### src/design/urpc_pkg.sv
`timescale 1ns / 1ps
// ----------------------------------------------------------------------------
// URI percent codec package
// Shared types, character codes and small lookup functions.
// ----------------------------------------------------------------------------
package urpc_pkg;

   localparam int QUEUE_DEPTH_DEF = 4;
   localparam int RUN_BYTES       = 3;

   localparam logic [7:0] CHAR_PERCENT = 8'h25;
   localparam logic [7:0] CHAR_PLUS    = 8'h2B;
   localparam logic [7:0] CHAR_SPACE   = 8'h20;
   localparam logic [7:0] CTRL_LAST    = 8'h1F;
   localparam logic [7:0] DEL_CHAR     = 8'h7F;

   // Mode encoding: bit one selects decode, so both upper codes decode.
   localparam logic [1:0] MODE_QUERY = 2'd0;
   localparam int         MODE_DECODE_BIT = 1;

   typedef enum logic [1:0] {
      PEND_NONE = 2'd0,
      PEND_PCT  = 2'd1,
      PEND_HEX  = 2'd2
   } pend_type;

   // One queue entry: all output bytes caused by one input word.
   typedef struct packed {
      logic [RUN_BYTES-1:0][7:0] bytes;
      logic [1:0]                count;
      logic                      last;
   } run_type;

   typedef struct packed {
      logic empty;
      logic full;
   } q_status_type;

   function automatic logic is_hex(input logic [7:0] c);
      return ((c >= 8'h30) && (c <= 8'h39)) ||
             ((c >= 8'h41) && (c <= 8'h46)) ||
             ((c >= 8'h61) && (c <= 8'h66));
   endfunction

   function automatic logic [3:0] hex_value(input logic [7:0] c);
      logic [7:0] v;
      if (c <= 8'h39) begin
         v = 8'(c - 8'h30);
      end else if (c <= 8'h46) begin
         v = 8'(c - 8'h37);
      end else begin
         v = 8'(c - 8'h57);
      end
      return v[3:0];
   endfunction

   function automatic logic [7:0] hex_digit(input logic [3:0] n);
      logic [7:0] d;
      if (n < 4'd10) begin
         d = 8'(8'h30 + {4'h0, n});
      end else begin
         d = 8'(8'h37 + {4'h0, n});
      end
      return d;
   endfunction

   // Reserved characters that must be escaped; the query form adds / : @.
   function automatic logic in_escape_set(input logic [7:0] c, input logic query);
      logic hit;
      unique case (c)
         8'h3B, 8'h3F, 8'h26, 8'h3D, 8'h2B, 8'h24, 8'h2C, 8'h3C, 8'h3E,
         8'h23, 8'h25, 8'h22, 8'h20, 8'h7B, 8'h7D, 8'h7C, 8'h5C, 8'h5E,
         8'h5B, 8'h5D, 8'h60: hit = 1'b1;
         8'h2F, 8'h3A, 8'h40: hit = query;
         default:             hit = 1'b0;
      endcase
      return hit;
   endfunction

endpackage

### src/design/urpc_if.sv
`timescale 1ns / 1ps
// ----------------------------------------------------------------------------
// URI percent codec channels
// Valid/ready channels for input words and output words.
// ----------------------------------------------------------------------------
interface urpc_req_if;
   logic       valid;
   logic       ready;
   logic [1:0] mode;
   logic [7:0] data_byte;
   logic       string_last;

   modport source (output valid, mode, data_byte, string_last, input ready);
   modport sink   (input valid, mode, data_byte, string_last, output ready);
endinterface

interface urpc_rsp_if;
   logic       valid;
   logic       ready;
   logic [7:0] out_byte;
   logic       run_last;
   logic       string_end;

   modport source (output valid, out_byte, run_last, string_end, input ready);
   modport sink   (input valid, out_byte, run_last, string_end, output ready);
endinterface

### src/design/uri_percent_codec_top.sv
`timescale 1ns / 1ps
// ----------------------------------------------------------------------------
// URI percent codec
// Byte-stream percent encoder and decoder with decoupled front and back end.
// ----------------------------------------------------------------------------
// Usage:
//   req_bus carries one input word per handshake: mode, data_byte and
//   string_last. rsp_bus returns zero to three output words per input word;
//   run_last marks the last word of each input's run and string_end the
//   final word of a string. Keep mode constant within one string.
//   Path: each output word passes the run queue, then the output register.
//   Throughput: one input word per cycle while each causes at most one
//   output and rsp_bus.ready is high; the back end sends one output word
//   per cycle while ready is high, so three-byte escapes build up and the
//   run queue (QUEUE_DEPTH runs) fills and stops req_bus until it drains.
//   When the receiver drops rsp_bus.ready the output register holds its word
//   and input keeps flowing until the queue is full.
//   Reset clears the escape state, the queue and the output valid; no
//   clearing pass is needed.
// ----------------------------------------------------------------------------
module uri_percent_codec_top #(
   parameter int QUEUE_DEPTH = urpc_pkg::QUEUE_DEPTH_DEF
) (
   input  logic       clock,
   input  logic       reset,
   urpc_req_if.sink   req_bus,
   urpc_rsp_if.source rsp_bus
);
   import urpc_pkg::*;

   logic         push, pop;
   run_type      push_run, head_run;
   q_status_type q_status;

   urpc_front u_front (
      .clock    (clock),
      .reset    (reset),
      .req_bus  (req_bus),
      .q_status (q_status),
      .push     (push),
      .push_run (push_run)
   );

   urpc_queue #(
      .DEPTH (QUEUE_DEPTH)
   ) u_queue (
      .clock    (clock),
      .reset    (reset),
      .push     (push),
      .push_run (push_run),
      .pop      (pop),
      .head_run (head_run),
      .q_status (q_status)
   );

   urpc_back u_back (
      .clock    (clock),
      .reset    (reset),
      .head_run (head_run),
      .q_status (q_status),
      .pop      (pop),
      .rsp_bus  (rsp_bus)
   );

endmodule

### src/design/urpc_front.sv
`timescale 1ns / 1ps
// ----------------------------------------------------------------------------
// URI percent codec front end
// Accepts input words, tracks the escape state and builds the output run.
// ----------------------------------------------------------------------------
module urpc_front (
   input  logic             clock,
   input  logic             reset,
   urpc_req_if.sink         req_bus,
   input  urpc_pkg::q_status_type q_status,
   output logic             push,
   output urpc_pkg::run_type push_run
);
   import urpc_pkg::*;

   pend_type   pend_ff, pend_in;
   logic [7:0] held_ff, held_in;

   logic [RUN_BYTES-1:0][7:0] bytes;
   logic [1:0]                n;
   logic                      plain;
   logic [7:0]                c;
   logic                      accept;

   assign req_bus.ready = !q_status.full;
   assign accept        = req_bus.valid && req_bus.ready;
   assign c             = req_bus.data_byte;

   always_comb begin
      bytes   = '0;
      n       = 2'd0;
      plain   = 1'b0;
      pend_in = pend_ff;
      held_in = held_ff;
      if (req_bus.mode[MODE_DECODE_BIT]) begin
         unique case (pend_ff)
            PEND_PCT: begin
               if (is_hex(c)) begin
                  held_in = c;
                  pend_in = PEND_HEX;
               end else begin
                  bytes[n] = CHAR_PERCENT;
                  n        = 2'(n + 2'd1);
                  pend_in  = PEND_NONE;
                  plain    = 1'b1;
               end
            end
            PEND_HEX: begin
               if (is_hex(c) && is_hex(held_ff)) begin
                  bytes[n] = {hex_value(held_ff), hex_value(c)};
                  n        = 2'(n + 2'd1);
               end else begin
                  bytes[0] = CHAR_PERCENT;
                  bytes[1] = held_ff;
                  n        = 2'd2;
                  plain    = 1'b1;
               end
               pend_in = PEND_NONE;
            end
            default: begin
               pend_in = PEND_NONE;
               plain   = 1'b1;
            end
         endcase
         if (plain) begin
            if (c == CHAR_PERCENT) begin
               pend_in = PEND_PCT;
            end else begin
               bytes[n] = (c == CHAR_PLUS) ? CHAR_SPACE : c;
               n        = 2'(n + 2'd1);
            end
         end
         // Anything still held at the end of a string goes out as literals.
         if (req_bus.string_last) begin
            if ((pend_in != PEND_NONE) && (n != 2'd3)) begin
               bytes[n] = CHAR_PERCENT;
               n        = 2'(n + 2'd1);
            end
            if ((pend_in == PEND_HEX) && (n != 2'd3)) begin
               bytes[n] = held_in;
               n        = 2'(n + 2'd1);
            end
            pend_in = PEND_NONE;
         end
      end else begin
         pend_in = PEND_NONE;
         if (c == CHAR_SPACE) begin
            bytes[0] = CHAR_PLUS;
            n        = 2'd1;
         end else if ((c <= CTRL_LAST) || (c >= DEL_CHAR) ||
                      in_escape_set(c, req_bus.mode == MODE_QUERY)) begin
            bytes[0] = CHAR_PERCENT;
            bytes[1] = hex_digit(c[7:4]);
            bytes[2] = hex_digit(c[3:0]);
            n        = 2'd3;
         end else begin
            bytes[0] = c;
            n        = 2'd1;
         end
      end
   end

   always_ff @(posedge clock) begin
      if (reset) begin
         pend_ff <= PEND_NONE;
      end else if (accept) begin
         pend_ff <= pend_in;
      end
   end

   always_ff @(posedge clock) begin
      if (accept) begin
         held_ff <= held_in;
      end
   end

   // A word that only holds characters leaves nothing in the queue.
   assign push           = accept && (n != 2'd0);
   assign push_run.bytes = bytes;
   assign push_run.count = n;
   assign push_run.last  = req_bus.string_last;

endmodule

### src/design/urpc_queue.sv
`timescale 1ns / 1ps
// ----------------------------------------------------------------------------
// URI percent codec run queue
// Short first-in first-out queue of output runs between front and back end.
// ----------------------------------------------------------------------------
module urpc_queue #(
   parameter int DEPTH = urpc_pkg::QUEUE_DEPTH_DEF
) (
   input  logic                    clock,
   input  logic                    reset,
   input  logic                    push,
   input  urpc_pkg::run_type       push_run,
   input  logic                    pop,
   output urpc_pkg::run_type       head_run,
   output urpc_pkg::q_status_type  q_status
);
   import urpc_pkg::*;

   localparam int PTR_W = (DEPTH > 1) ? $clog2(DEPTH) : 1;
   localparam int CNT_W = $clog2(DEPTH + 1);
   localparam logic [PTR_W-1:0] PTR_LAST = PTR_W'(DEPTH - 1);
   localparam logic [CNT_W-1:0] CNT_FULL = CNT_W'(DEPTH);

   run_type          slots_ff [DEPTH];
   logic [PTR_W-1:0] wr_ff, wr_in;
   logic [PTR_W-1:0] rd_ff, rd_in;
   logic [CNT_W-1:0] cnt_ff, cnt_in;
   logic             do_push, do_pop;

   assign q_status.empty = (cnt_ff == '0);
   assign q_status.full  = (cnt_ff == CNT_FULL);
   assign do_push        = push && !q_status.full;
   assign do_pop         = pop && !q_status.empty;
   assign head_run       = slots_ff[rd_ff];

   always_comb begin
      wr_in  = wr_ff;
      rd_in  = rd_ff;
      cnt_in = cnt_ff;
      if (do_push) begin
         wr_in = (wr_ff == PTR_LAST) ? '0 : PTR_W'(wr_ff + 1'b1);
      end
      if (do_pop) begin
         rd_in = (rd_ff == PTR_LAST) ? '0 : PTR_W'(rd_ff + 1'b1);
      end
      if (do_push && !do_pop) begin
         cnt_in = CNT_W'(cnt_ff + 1'b1);
      end else if (do_pop && !do_push) begin
         cnt_in = CNT_W'(cnt_ff - 1'b1);
      end
   end

   always_ff @(posedge clock) begin
      if (reset) begin
         wr_ff  <= '0;
         rd_ff  <= '0;
         cnt_ff <= '0;
      end else begin
         wr_ff  <= wr_in;
         rd_ff  <= rd_in;
         cnt_ff <= cnt_in;
      end
   end

   always_ff @(posedge clock) begin
      if (do_push) begin
         slots_ff[wr_ff] <= push_run;
      end
   end

   a_no_overflow: assert property (@(posedge clock) disable iff (reset)
      !(push && q_status.full))
      else $error("run queue written while full");

   a_count_range: assert property (@(posedge clock) disable iff (reset)
      cnt_ff <= CNT_FULL)
      else $error("run queue count out of range");

   a_ptr_track: assert property (@(posedge clock) disable iff (reset)
      (cnt_ff == '0 || cnt_ff == CNT_FULL) |-> (wr_ff == rd_ff))
      else $error("run queue pointers disagree with count");

endmodule

### src/design/urpc_back.sv
`timescale 1ns / 1ps
// ----------------------------------------------------------------------------
// URI percent codec back end
// Walks the bytes of the head run and drives the registered output channel.
// ----------------------------------------------------------------------------
module urpc_back (
   input  logic                   clock,
   input  logic                   reset,
   input  urpc_pkg::run_type      head_run,
   input  urpc_pkg::q_status_type q_status,
   output logic                   pop,
   urpc_rsp_if.source             rsp_bus
);
   import urpc_pkg::*;

   logic [1:0] sel_ff, sel_in;
   logic       valid_ff, valid_in;
   logic [7:0] byte_ff;
   logic       run_last_ff, string_end_ff;
   logic       load, take, final_byte;

   assign load       = !valid_ff || rsp_bus.ready;
   assign take       = load && !q_status.empty;
   assign final_byte = (sel_ff == 2'(head_run.count - 2'd1));
   assign pop        = take && final_byte;

   always_comb begin
      sel_in   = sel_ff;
      valid_in = valid_ff;
      if (take) begin
         valid_in = 1'b1;
         sel_in   = final_byte ? 2'd0 : 2'(sel_ff + 2'd1);
      end else if (load) begin
         valid_in = 1'b0;
      end
   end

   always_ff @(posedge clock) begin
      if (reset) begin
         sel_ff   <= 2'd0;
         valid_ff <= 1'b0;
      end else begin
         sel_ff   <= sel_in;
         valid_ff <= valid_in;
      end
   end

   always_ff @(posedge clock) begin
      if (take) begin
         byte_ff       <= head_run.bytes[sel_ff];
         run_last_ff   <= final_byte;
         string_end_ff <= final_byte && head_run.last;
      end
   end

   assign rsp_bus.valid      = valid_ff;
   assign rsp_bus.out_byte   = byte_ff;
   assign rsp_bus.run_last   = run_last_ff;
   assign rsp_bus.string_end = string_end_ff;

   a_sel_in_run: assert property (@(posedge clock) disable iff (reset)
      !q_status.empty |-> (sel_ff < head_run.count))
      else $error("byte select beyond the head run");

   a_sel_idle: assert property (@(posedge clock) disable iff (reset)
      q_status.empty |-> (sel_ff == 2'd0))
      else $error("byte select left mid-run with empty queue");

   a_end_is_last: assert property (@(posedge clock) disable iff (reset)
      (valid_ff && string_end_ff) |-> run_last_ff)
      else $error("string end on a word that does not close its run");

endmodule
### src/flat_wrapper.sv
// flat-port wrapper written by rule: the top's interface ports become plain ports
module uri_percent_codec_top_flat import urpc_pkg::*;
#(
   parameter int QUEUE_DEPTH = urpc_pkg::QUEUE_DEPTH_DEF
)
  (clock, reset, req_bus_valid, req_bus_mode, req_bus_data_byte, req_bus_string_last, req_bus_ready, rsp_bus_valid, rsp_bus_out_byte, rsp_bus_run_last, rsp_bus_string_end, rsp_bus_ready);
  urpc_req_if req_bus_i ();
  urpc_rsp_if rsp_bus_i ();
  input  logic clock;
  input  logic reset;
  input wire logic [$bits(req_bus_i.valid)-1:0] req_bus_valid;
  input wire logic [$bits(req_bus_i.mode)-1:0] req_bus_mode;
  input wire logic [$bits(req_bus_i.data_byte)-1:0] req_bus_data_byte;
  input wire logic [$bits(req_bus_i.string_last)-1:0] req_bus_string_last;
  output wire logic [$bits(req_bus_i.ready)-1:0] req_bus_ready;
  output wire logic [$bits(rsp_bus_i.valid)-1:0] rsp_bus_valid;
  output wire logic [$bits(rsp_bus_i.out_byte)-1:0] rsp_bus_out_byte;
  output wire logic [$bits(rsp_bus_i.run_last)-1:0] rsp_bus_run_last;
  output wire logic [$bits(rsp_bus_i.string_end)-1:0] rsp_bus_string_end;
  input wire logic [$bits(rsp_bus_i.ready)-1:0] rsp_bus_ready;
  assign req_bus_i.valid = req_bus_valid;
  assign req_bus_i.mode = req_bus_mode;
  assign req_bus_i.data_byte = req_bus_data_byte;
  assign req_bus_i.string_last = req_bus_string_last;
  assign req_bus_ready = req_bus_i.ready;
  assign rsp_bus_valid = rsp_bus_i.valid;
  assign rsp_bus_out_byte = rsp_bus_i.out_byte;
  assign rsp_bus_run_last = rsp_bus_i.run_last;
  assign rsp_bus_string_end = rsp_bus_i.string_end;
  assign rsp_bus_i.ready = rsp_bus_ready;
  uri_percent_codec_top #(.QUEUE_DEPTH(QUEUE_DEPTH)) u_core (.clock(clock), .reset(reset), .req_bus(req_bus_i), .rsp_bus(rsp_bus_i));
endmodule
### config.mk
export PLATFORM = sky130hd
export DESIGN_NAME = uri_percent_codec_top_flat
export DESIGN_NICKNAME = d
export VERILOG_FILES = /design/src/design/urpc_pkg.sv /design/src/design/urpc_if.sv /design/src/design/uri_percent_codec_top.sv /design/src/design/urpc_front.sv /design/src/design/urpc_queue.sv /design/src/design/urpc_back.sv /design/src/flat_wrapper.sv
export SDC_FILE = /design/constraint.sdc
export NUM_CORES = 1
export LEC_CHECK = 0
export BUFFER_PORTS_ARGS = -buffer_cell sky130_fd_sc_hd__buf_4
export CAP_MARGIN = 20
export CELL_PAD_IN_SITES_DETAIL_PLACEMENT = 0
export CELL_PAD_IN_SITES_GLOBAL_PLACEMENT = 1
export CORE_MARGIN = 8
export CORE_UTILIZATION = 40
export DETAILED_ROUTE_END_ITERATION = 16
export HOLD_SLACK_MARGIN = 0.05
export PLACE_DENSITY_LB_ADDON = 0.1
export SLEW_MARGIN = 20
export SYNTH_ARGS = -nofsm -noshare
export SYNTH_HDL_FRONTEND = slang
export SYNTH_SLANG_ARGS = --single-unit
export TNS_END_PERCENT = 20
### constraint.sdc
create_clock -name clock -period 6.5 [get_ports clock]
set_input_delay 0.325 -clock clock [delete_from_list [all_inputs] [get_ports clock]]
set_output_delay 0.325 -clock clock [all_outputs]
set_load 0.1 [all_outputs]
Word-level counts from Yosys, hierarchy flattened
Memories as Yosys holds them, arrays and structs flattened. A register that Yosys moved wholly into a read port is not among the register bits.
Cells that the tools add are included.
{ "word_totals": {"output_inout_bits": 12, "memories": 1, "word_cells": 211, "ram_bits": 108, "in_bits": 15, "reg_bits": 30} }
{ "mem_list": {"columns": ["name", "words", "word_bits", "read_ports", "rd_ports_with_merged_regs", "wr", "line", "rtl"], "rows": [
  ["u_core.u_queue.slots_ff", 4, 27, 1, 1, 1, "urpc_queue.sv:24", "run_type slots_ff [DEPTH];"]
]} }
{ "classes": {"add_sub_neg": 19, "muxes": 80, "n_eq_ne": 33, "magnitude_cmp": 23, "n_reduce_logical": 42, "n_bitwise": 3} }
{ "ops": {"columns": ["cell", "count"], "rows": [
  ["24-bit 2-to-1 mux", 9],
  ["8-bit by 6-bit == test with 1-bit output, second input constant", 15],
  ["8-bit 2-to-1 mux", 15],
  ["8-bit by 7-bit == test with 1-bit output, second input constant", 9],
  ["2-bit 2-to-1 mux", 25],
  ["24-bit bitwise mux", 2],
  ["8-bit demux with 2-bit select", 3],
  ["8-bit by 7-bit >= comparator with 1-bit output, second input constant", 5],
  ["8-bit by 7-bit less-or-equal comparator with 1-bit output, second input constant", 4],
  ["16-bit 2-to-1 mux", 2],
  ["6-bit by 4-bit adder with 7-bit output, first input constant", 4],
  ["1-bit logical AND", 21],
  ["21-bit OR reduction", 1],
  ["8-bit binary-select mux with 2-bit select", 1],
  ["8-bit by 6-bit >= comparator with 1-bit output, second input constant", 2],
  ["8-bit by 6-bit less-or-equal comparator with 1-bit output, second input constant", 2],
  ["4-bit 2-to-1 mux", 4],
  ["8-bit case mux with 2 select lines", 1],
  ["4-bit by 3-bit subtractor with 4-bit output, second input constant", 4],
  ["15-bit bitwise AND", 1],
  ["15-bit inverter", 1],
  ["7-bit 2-to-1 mux", 2],
  ["2-bit by 1-bit adder with 2-bit output, second input constant", 6],
  ["2-bit by 3-bit less-than comparator with 1-bit output, second input constant", 4],
  ["other kinds (25)", 57]
]} }

Depth between registers and ports, before layout
{ "logic_depth": {"depth_word": 29, "depth_mapped": 29, "ltp_nobuf": 27} }

Hierarchy
From an unflattened synthesis, not the netlist that was laid out.
{ "hier_totals": {"hier_cells": 613, "hier_area_um2": 7795.0} }
{ "modules_own_cells": {"columns": ["mod", "cells_each", "area_per_inst_um2", "seq_area_each_um2", "instances"], "rows": [
  ["urpc_queue", 191, 4399.2, 3423.3, 1],
  ["urpc_front", 362, 2736.4, 280.3, 1],
  ["urpc_back", 60, 659.4, 360.3, 1]
]} }

Worst setup path before layout
Ideal clock, no wire load.
{ "synth_path": {"kind": "input to register", "from": "in req_bus_data_byte[1]", "to": "reg u_core.u_queue.cnt_ff[2]", "slack_ps": 523, "path_buffers": 2, "path_stages": 28, "required_time_ps": 6429, "arrival_ps": 5907, "setup_time_ps": 71, "cell_sequence": "buf_2 inv_1 ha_1 nor4b_4 nor2_1 o32a_1 buf_6 nor3_1 nand2_1 a21o_1 ha_1 nor2_1 o41ai_4 ha_1 a21oi_1 nor2_1 a21o_1 inv_1 ha_1 o41ai_1 o32ai_2 a21oi_2 ha_1 inv_1 fa_1 xor2_1 or3_1 a21oi_1"} }
{ "synth_via": {"elab_chain_cells": 28, "elab_cells_between_ends": 86, "classes_between": "add/sub (3); order compare (8); eq/ne (27); mux (28); reduce/logical (20)"} }
{ "synth_lines": {"columns": ["element", "line", "rtl"], "rows": [
  ["start: declaration", "flat_wrapper.sv:13", "input wire logic [$bits(req_bus_i.data_byte)-1:0] req_bus_data_byte;"],
  ["parallel branches: the longest is 21 deep, another holds 8-bit by 6-bit >= comparator with 1-bit output", null, null],
  ["2-bit 2-to-1 mux (*)", "urpc_front.sv:35", "if (req_bus.mode[MODE_DECODE_BIT]) begin"],
  ["2-bit nonzero test (*)", "urpc_front.sv:118", "assign push = accept && (n != 2'd0);"],
  ["1-bit logical AND (*)", "urpc_front.sv:118", null],
  ["1-bit logical AND (*)", "urpc_queue.sv:32", "assign do_push = push && !q_status.full;"],
  ["via u_core.u_queue.do_push", "urpc_queue.sv:28", "logic do_push, do_pop;"],
  ["1-bit zero test", "urpc_queue.sv:48", "end else if (do_pop && !do_push) begin"],
  ["1-bit logical AND", "urpc_queue.sv:48", null],
  ["2-bit nonzero test (no line)", null, null],
  ["end signal: assignment", "urpc_queue.sv:61", "cnt_ff <= cnt_in;"],
  ["end: declaration", "urpc_queue.sv:27", "logic [CNT_W-1:0] cnt_ff, cnt_in;"]
]} }
Mark *: on every way through the listed nets, which the timed path passes. The select of a mux whose other input is x is not followed.
A chain may end at the register's enable or synchronous reset.

Worst setup path after layout
{ "layout_path": {"from": "reg u_core.u_front.held_ff[0]", "to": "reg u_core.u_queue.cnt_ff[2]"} }
{ "layout_via": {"elab_chain_cells": 28, "elab_cells_between_ends": 46, "classes_between": "add/sub (3); order compare (6); eq/ne (3); mux (18); reduce/logical (16)"} }
{ "layout_lines": {"columns": ["element", "line", "rtl"], "rows": [
  ["start: declaration", "urpc_front.sv:17", "logic [7:0] held_ff, held_in;"],
  ["start signal: assignment", "urpc_front.sv:113", "held_ff <= held_in;"],
  ["8-bit by 6-bit >= comparator with 1-bit output, or another cell as far along", "urpc_pkg.sv:40", "return ((c >= 8'h30) && (c <= 8'h39)) ||"],
  ["1-bit logical AND (on tied branches)", "urpc_pkg.sv:40, urpc_pkg.sv:41", null],
  ["1-bit logical OR", "urpc_pkg.sv:40", null],
  ["1-bit logical OR (*)", "urpc_pkg.sv:41", "((c >= 8'h41) && (c <= 8'h46)) ||"],
  ["1-bit logical AND (*)", "urpc_front.sv:49", "if (is_hex(c) && is_hex(held_ff)) begin"],
  ["parallel branches: the longest is 15 deep, another holds 2-bit by 1-bit adder with 2-bit output", null, null],
  ["2-bit 2-to-1 mux (*)", "urpc_front.sv:74", "if (req_bus.string_last) begin"],
  ["2-bit 2-to-1 mux (*)", "urpc_front.sv:35", null],
  ["2-bit nonzero test (*)", "urpc_front.sv:118", null],
  ["1-bit logical AND (*)", "urpc_front.sv:118", null],
  ["1-bit logical AND (*)", "urpc_queue.sv:32", null],
  ["via u_core.u_queue.do_push", "urpc_queue.sv:28", null],
  ["1-bit zero test", "urpc_queue.sv:48", null],
  ["1-bit logical AND", "urpc_queue.sv:48", null],
  ["2-bit nonzero test (no line)", null, null]
]} }
Marks and branches as above.

==> results.tsv <==
stage	metric	value	unit
final_layout	diodes	0	
routing	wl_per_cell	22.00	µm
synthesis	ys_seq_area_frac	0.5301	
power	irDropWorstVdd	179.6	µV
sta	fin_skew	0.01366	ns
sta	fmax	166.1	MHz
floorplanning	fp.dieArea	0.02385	mm²
routing	num_vias	5348	
floorplanning	core_area	0.01877	mm²
worst_setup_path	arrival	6.37	ns
sta	tightest_slew	0.6849	ns
synthesis	yosys-top-cells-area	edfxtp_1, mux4_2, ha_1	
grt	track_usage	0.1684	
worst_setup_path	required	6.85	ns
final_layout	postLayoutCoreUtil	0.4684	
synthesis	synth_async_sr_flop_share	0	
placed_design	io_buffer_count	26	
synthesis	synthAdderAreaFrac	0.05484	
worst_setup_path	worstPathMaxFanout	7	
synthesis	synthMuxAreaShare	0.1005	
worst_setup_path	start_kind	flip-flop	
synthesis	synth.distinct_cells	79	
cts	post-cts-setup-buffer-count	0	
synthesis	netlist_area	0.007666	mm²
power	cellPowerDensity	364.3	mW/mm²
synthesis	ys.warnings.count	0	
synthesis	yosysTopAreaCellShare	0.4936	
cts	cts_buffer_depth	2	
cts	cts_tree	built	
routing	ant_nets	0	
cts	cts_hold_buf	0	
floorplanning	rows	50	
placed_design	post-dp-hpwl	14.19	mm
routing	wl	19.82	mm
synthesis	synthSimpleGateAreaFrac	0.1125	
grt	grt.overflow.total	0	
worst_setup_path	crit_slowest_cell	edfxtp_1	
routing	first_pass_iters	5	
synthesis	synth_compound_area_frac	0.1508	
synthesis	synth-edff-count	126	
worst_setup_path	critPathMaxStageDelay	0.46	ns
routing	drt_iter0_drc	420	
sta	hold_viol_final	0	
sta	fin_hold_ws	0.1834	ns
worst_setup_path	crit_type	reg2reg	
synthesis	synthXorXnorAreaFrac	0.01142	
sta	maxSlewViolCount	0	
cts	clk_pin_slew	0.06	ns
floorplanning	io_pins	27	
final_layout	fillCellCount	1698	
sta	period_minus_slack	6.019	ns
grt	grt_max_degree	28	
grt	grt_pass1_wl	30.67	mm
worst_setup_path	cp_common_cell	ha_1	
worst_setup_path	r2r_setup_slack	0.48	ns
power	power.leakage	3.175	nW
floorplanning	start_util	0.4085	
grt	antenna_found_initial	0	
cts	cts_root_buf	clkbuf_16	
synthesis	yosysTopAreaCell	edfxtp_1	
flow_run	drv_cap	0	
final_layout	drive_gt1_frac	0.1754	
worst_setup_path	endpoint_kind	flip-flop	
sta	slew_headroom	0.5434	
synthesis	synth_nets	671	
routing	drc	0	
grt	grt_pass1_vias	5322	
floorplanning	fp.dieW	154.4	µm
placed_design	gp_congestion	0.9214	
routing	via_per_inst	5.936	
final_layout	syn_to_final_growth	14.67	%
sta	fin_crit_sh	0.9260	
final_layout	nets	704	
outcome	status	finished clean	
cts	cts_buffers	17	
synthesis	avgSynthCellArea	12.31	µm²
sta	finalSetupViolCount	0	
synthesis	synthesis.instances	623	
cts	cts_num_sinks	140	
sta	rsz0062_at_grt	no	
floorplanning	die_h	154.4	µm
synthesis	synth_top_family_by_area	compound AO/OA/AOI/OAI gates	
min_path	hold_path_class	in2reg	
synthesis	synthFlopType	edfxtp_1	
synthesis	yosys_register_bits	140	
cts	clk_latency	0.42	ns
sta	fin_tns_setup	0	ns
cts	htreeDepth	4	
-- stage by stage --
stage	instances	total power, W	cell area [µm²]	setup WS [ns]
after floorplan	623	0.001976	7666	0.5228
after global placement	871	0.002206	8158	0.4156
after detailed placement	871	0.002217	8158	0.1962
after CTS	901	0.003240	8785	0.4185
after global routing	901	0.003349	8791	0.07594
final	901	0.003203	8791	0.4807
-- Yosys cell counts (7+ instances only) --
cell type	count
a211oi_1	7
nor3_1	12
inv_1	45
o21ai_0	23
and2_1	10
nand3_1	10
mux2i_1	14
and3_1	7
nor4_1	7
ha_1	32
o21a_1	7
clkbuf_1	24
edfxtp_1	126
a21oi_1	28
nand2b_1	7
nor2_1	33
nand2_1	48
mux4_2	27
dfxtp_1	14
o22ai_1	18
-- power by group --
part	internal (W)	switching [W]	total, W
clock network	0.000675	0.000347	0.00102
registers	0.00115	0.0000979	0.00125
logic	0.000322	0.000608	0.000930
-- cell usage in the layout, fill, tap and decap left out, drive strengths merged, types with 5 or more instances in the layout --
master / count
nor3: 13
nand2: 48
or3: 6
and2: 10
a21oi: 29
clkinv: 6
mux2i: 14
nor4: 7
o21ai: 28
nand2b: 7
nor2: 33
and3: 7
o32ai: 5
edfxtp: 126
a21o: 6
nand3: 10
dfxtp: 14
o22ai: 18
inv: 46
mux4: 27
o21a: 7
ha: 32
bufinv: 5
clkbuf: 18
buf: 44
nor2b: 5
a211oi: 7
xnor2: 6
-- worst max-delay path, delay by kind of cell, from the launching register on --
kind                     cells  cell delay, ns
AO/OA/AOI/OAI               10            2.31
AND/OR/NAND/NOR              6            1.04
XOR/XNOR                     1            0.17
buffers and inverters        3            0.26
flip-flops                   1            0.46
adder cells (fa/ha/maj)      6            1.72
-- cell families (layout without fill, tap and decap cells) --
kind of cell | count (synthesis) | in the layout
muxes | 43 | 43
buffers and inverters | 76 | 120
DFF | 140 | 140
and+or+nand+nor | 166 | 166
AOI/OAI and AO/OA | 155 | 155
adders and majority gates | 33 | 33
xor gates and xnor gates | 10 | 10
-- metal layers --
metal	wire length [µm]	vias to the layer above	GRT usage
met5	0	-	0
met4	913	0	0.09799
met3	886	54	0.03176
met2	9281	174	0.2711
met1	8736	2643	0.2091
li1	-	2477	-
-- path summary, 6_finish.rpt --
path / start / endpoint / depth (start not counted)
worst min-delay path: rsp_bus_ready / u_core.u_back.rsp_bus.valid / 4
worst min register to register: u_core.u_back.rsp_bus.valid / u_core.u_back.rsp_bus.valid / 2
worst max-delay path: u_core.u_front.held_ff[0] / u_core.u_queue.cnt_ff[2] / 26
worst max register to register: u_core.u_front.held_ff[0] / u_core.u_queue.cnt_ff[2] / 26
-- state kept, by name, indices dropped and copies added (netlist names), named ones only --
register / flops
u_core.u_back.rsp_bus.valid: 1
u_core.u_back.rsp_bus.out_byte: 8
u_core.u_front.pend_ff: 2
u_core.u_front.held_ff: 8
u_core.u_back.sel_ff: 2
u_core.u_queue.wr_ff: 2
u_core.u_back.rsp_bus.run_last: 1
u_core.u_queue.cnt_ff: 3
u_core.u_queue.slots_ff: 108
u_core.u_back.rsp_bus.string_end: 1
u_core.u_queue.rd_ff: 2
-- final cells by class --
type                            instances  area, µm²  share of cell area
Clock buffer                           18      429.2             0.04882
Tap cell                              234      292.8             0.03330
Timing Repair Buffer                   44      330.3             0.03757
Multi-Input combinational cell        407       3301              0.3755
Inverter                               46      172.7             0.01964
Sequential cell                       140       4068              0.4627
Clock inverter                         12      197.7             0.02249
-- timing repair --
| action | in CTS | in global routing |
|---|---|---|
| hold endpoints to repair | 0 | 0 |
| resized for setup | 0 | 1 |
| setup endpoints to repair | 0 | 1 |
Note: power is estimated with default switching activity, not from simulation.
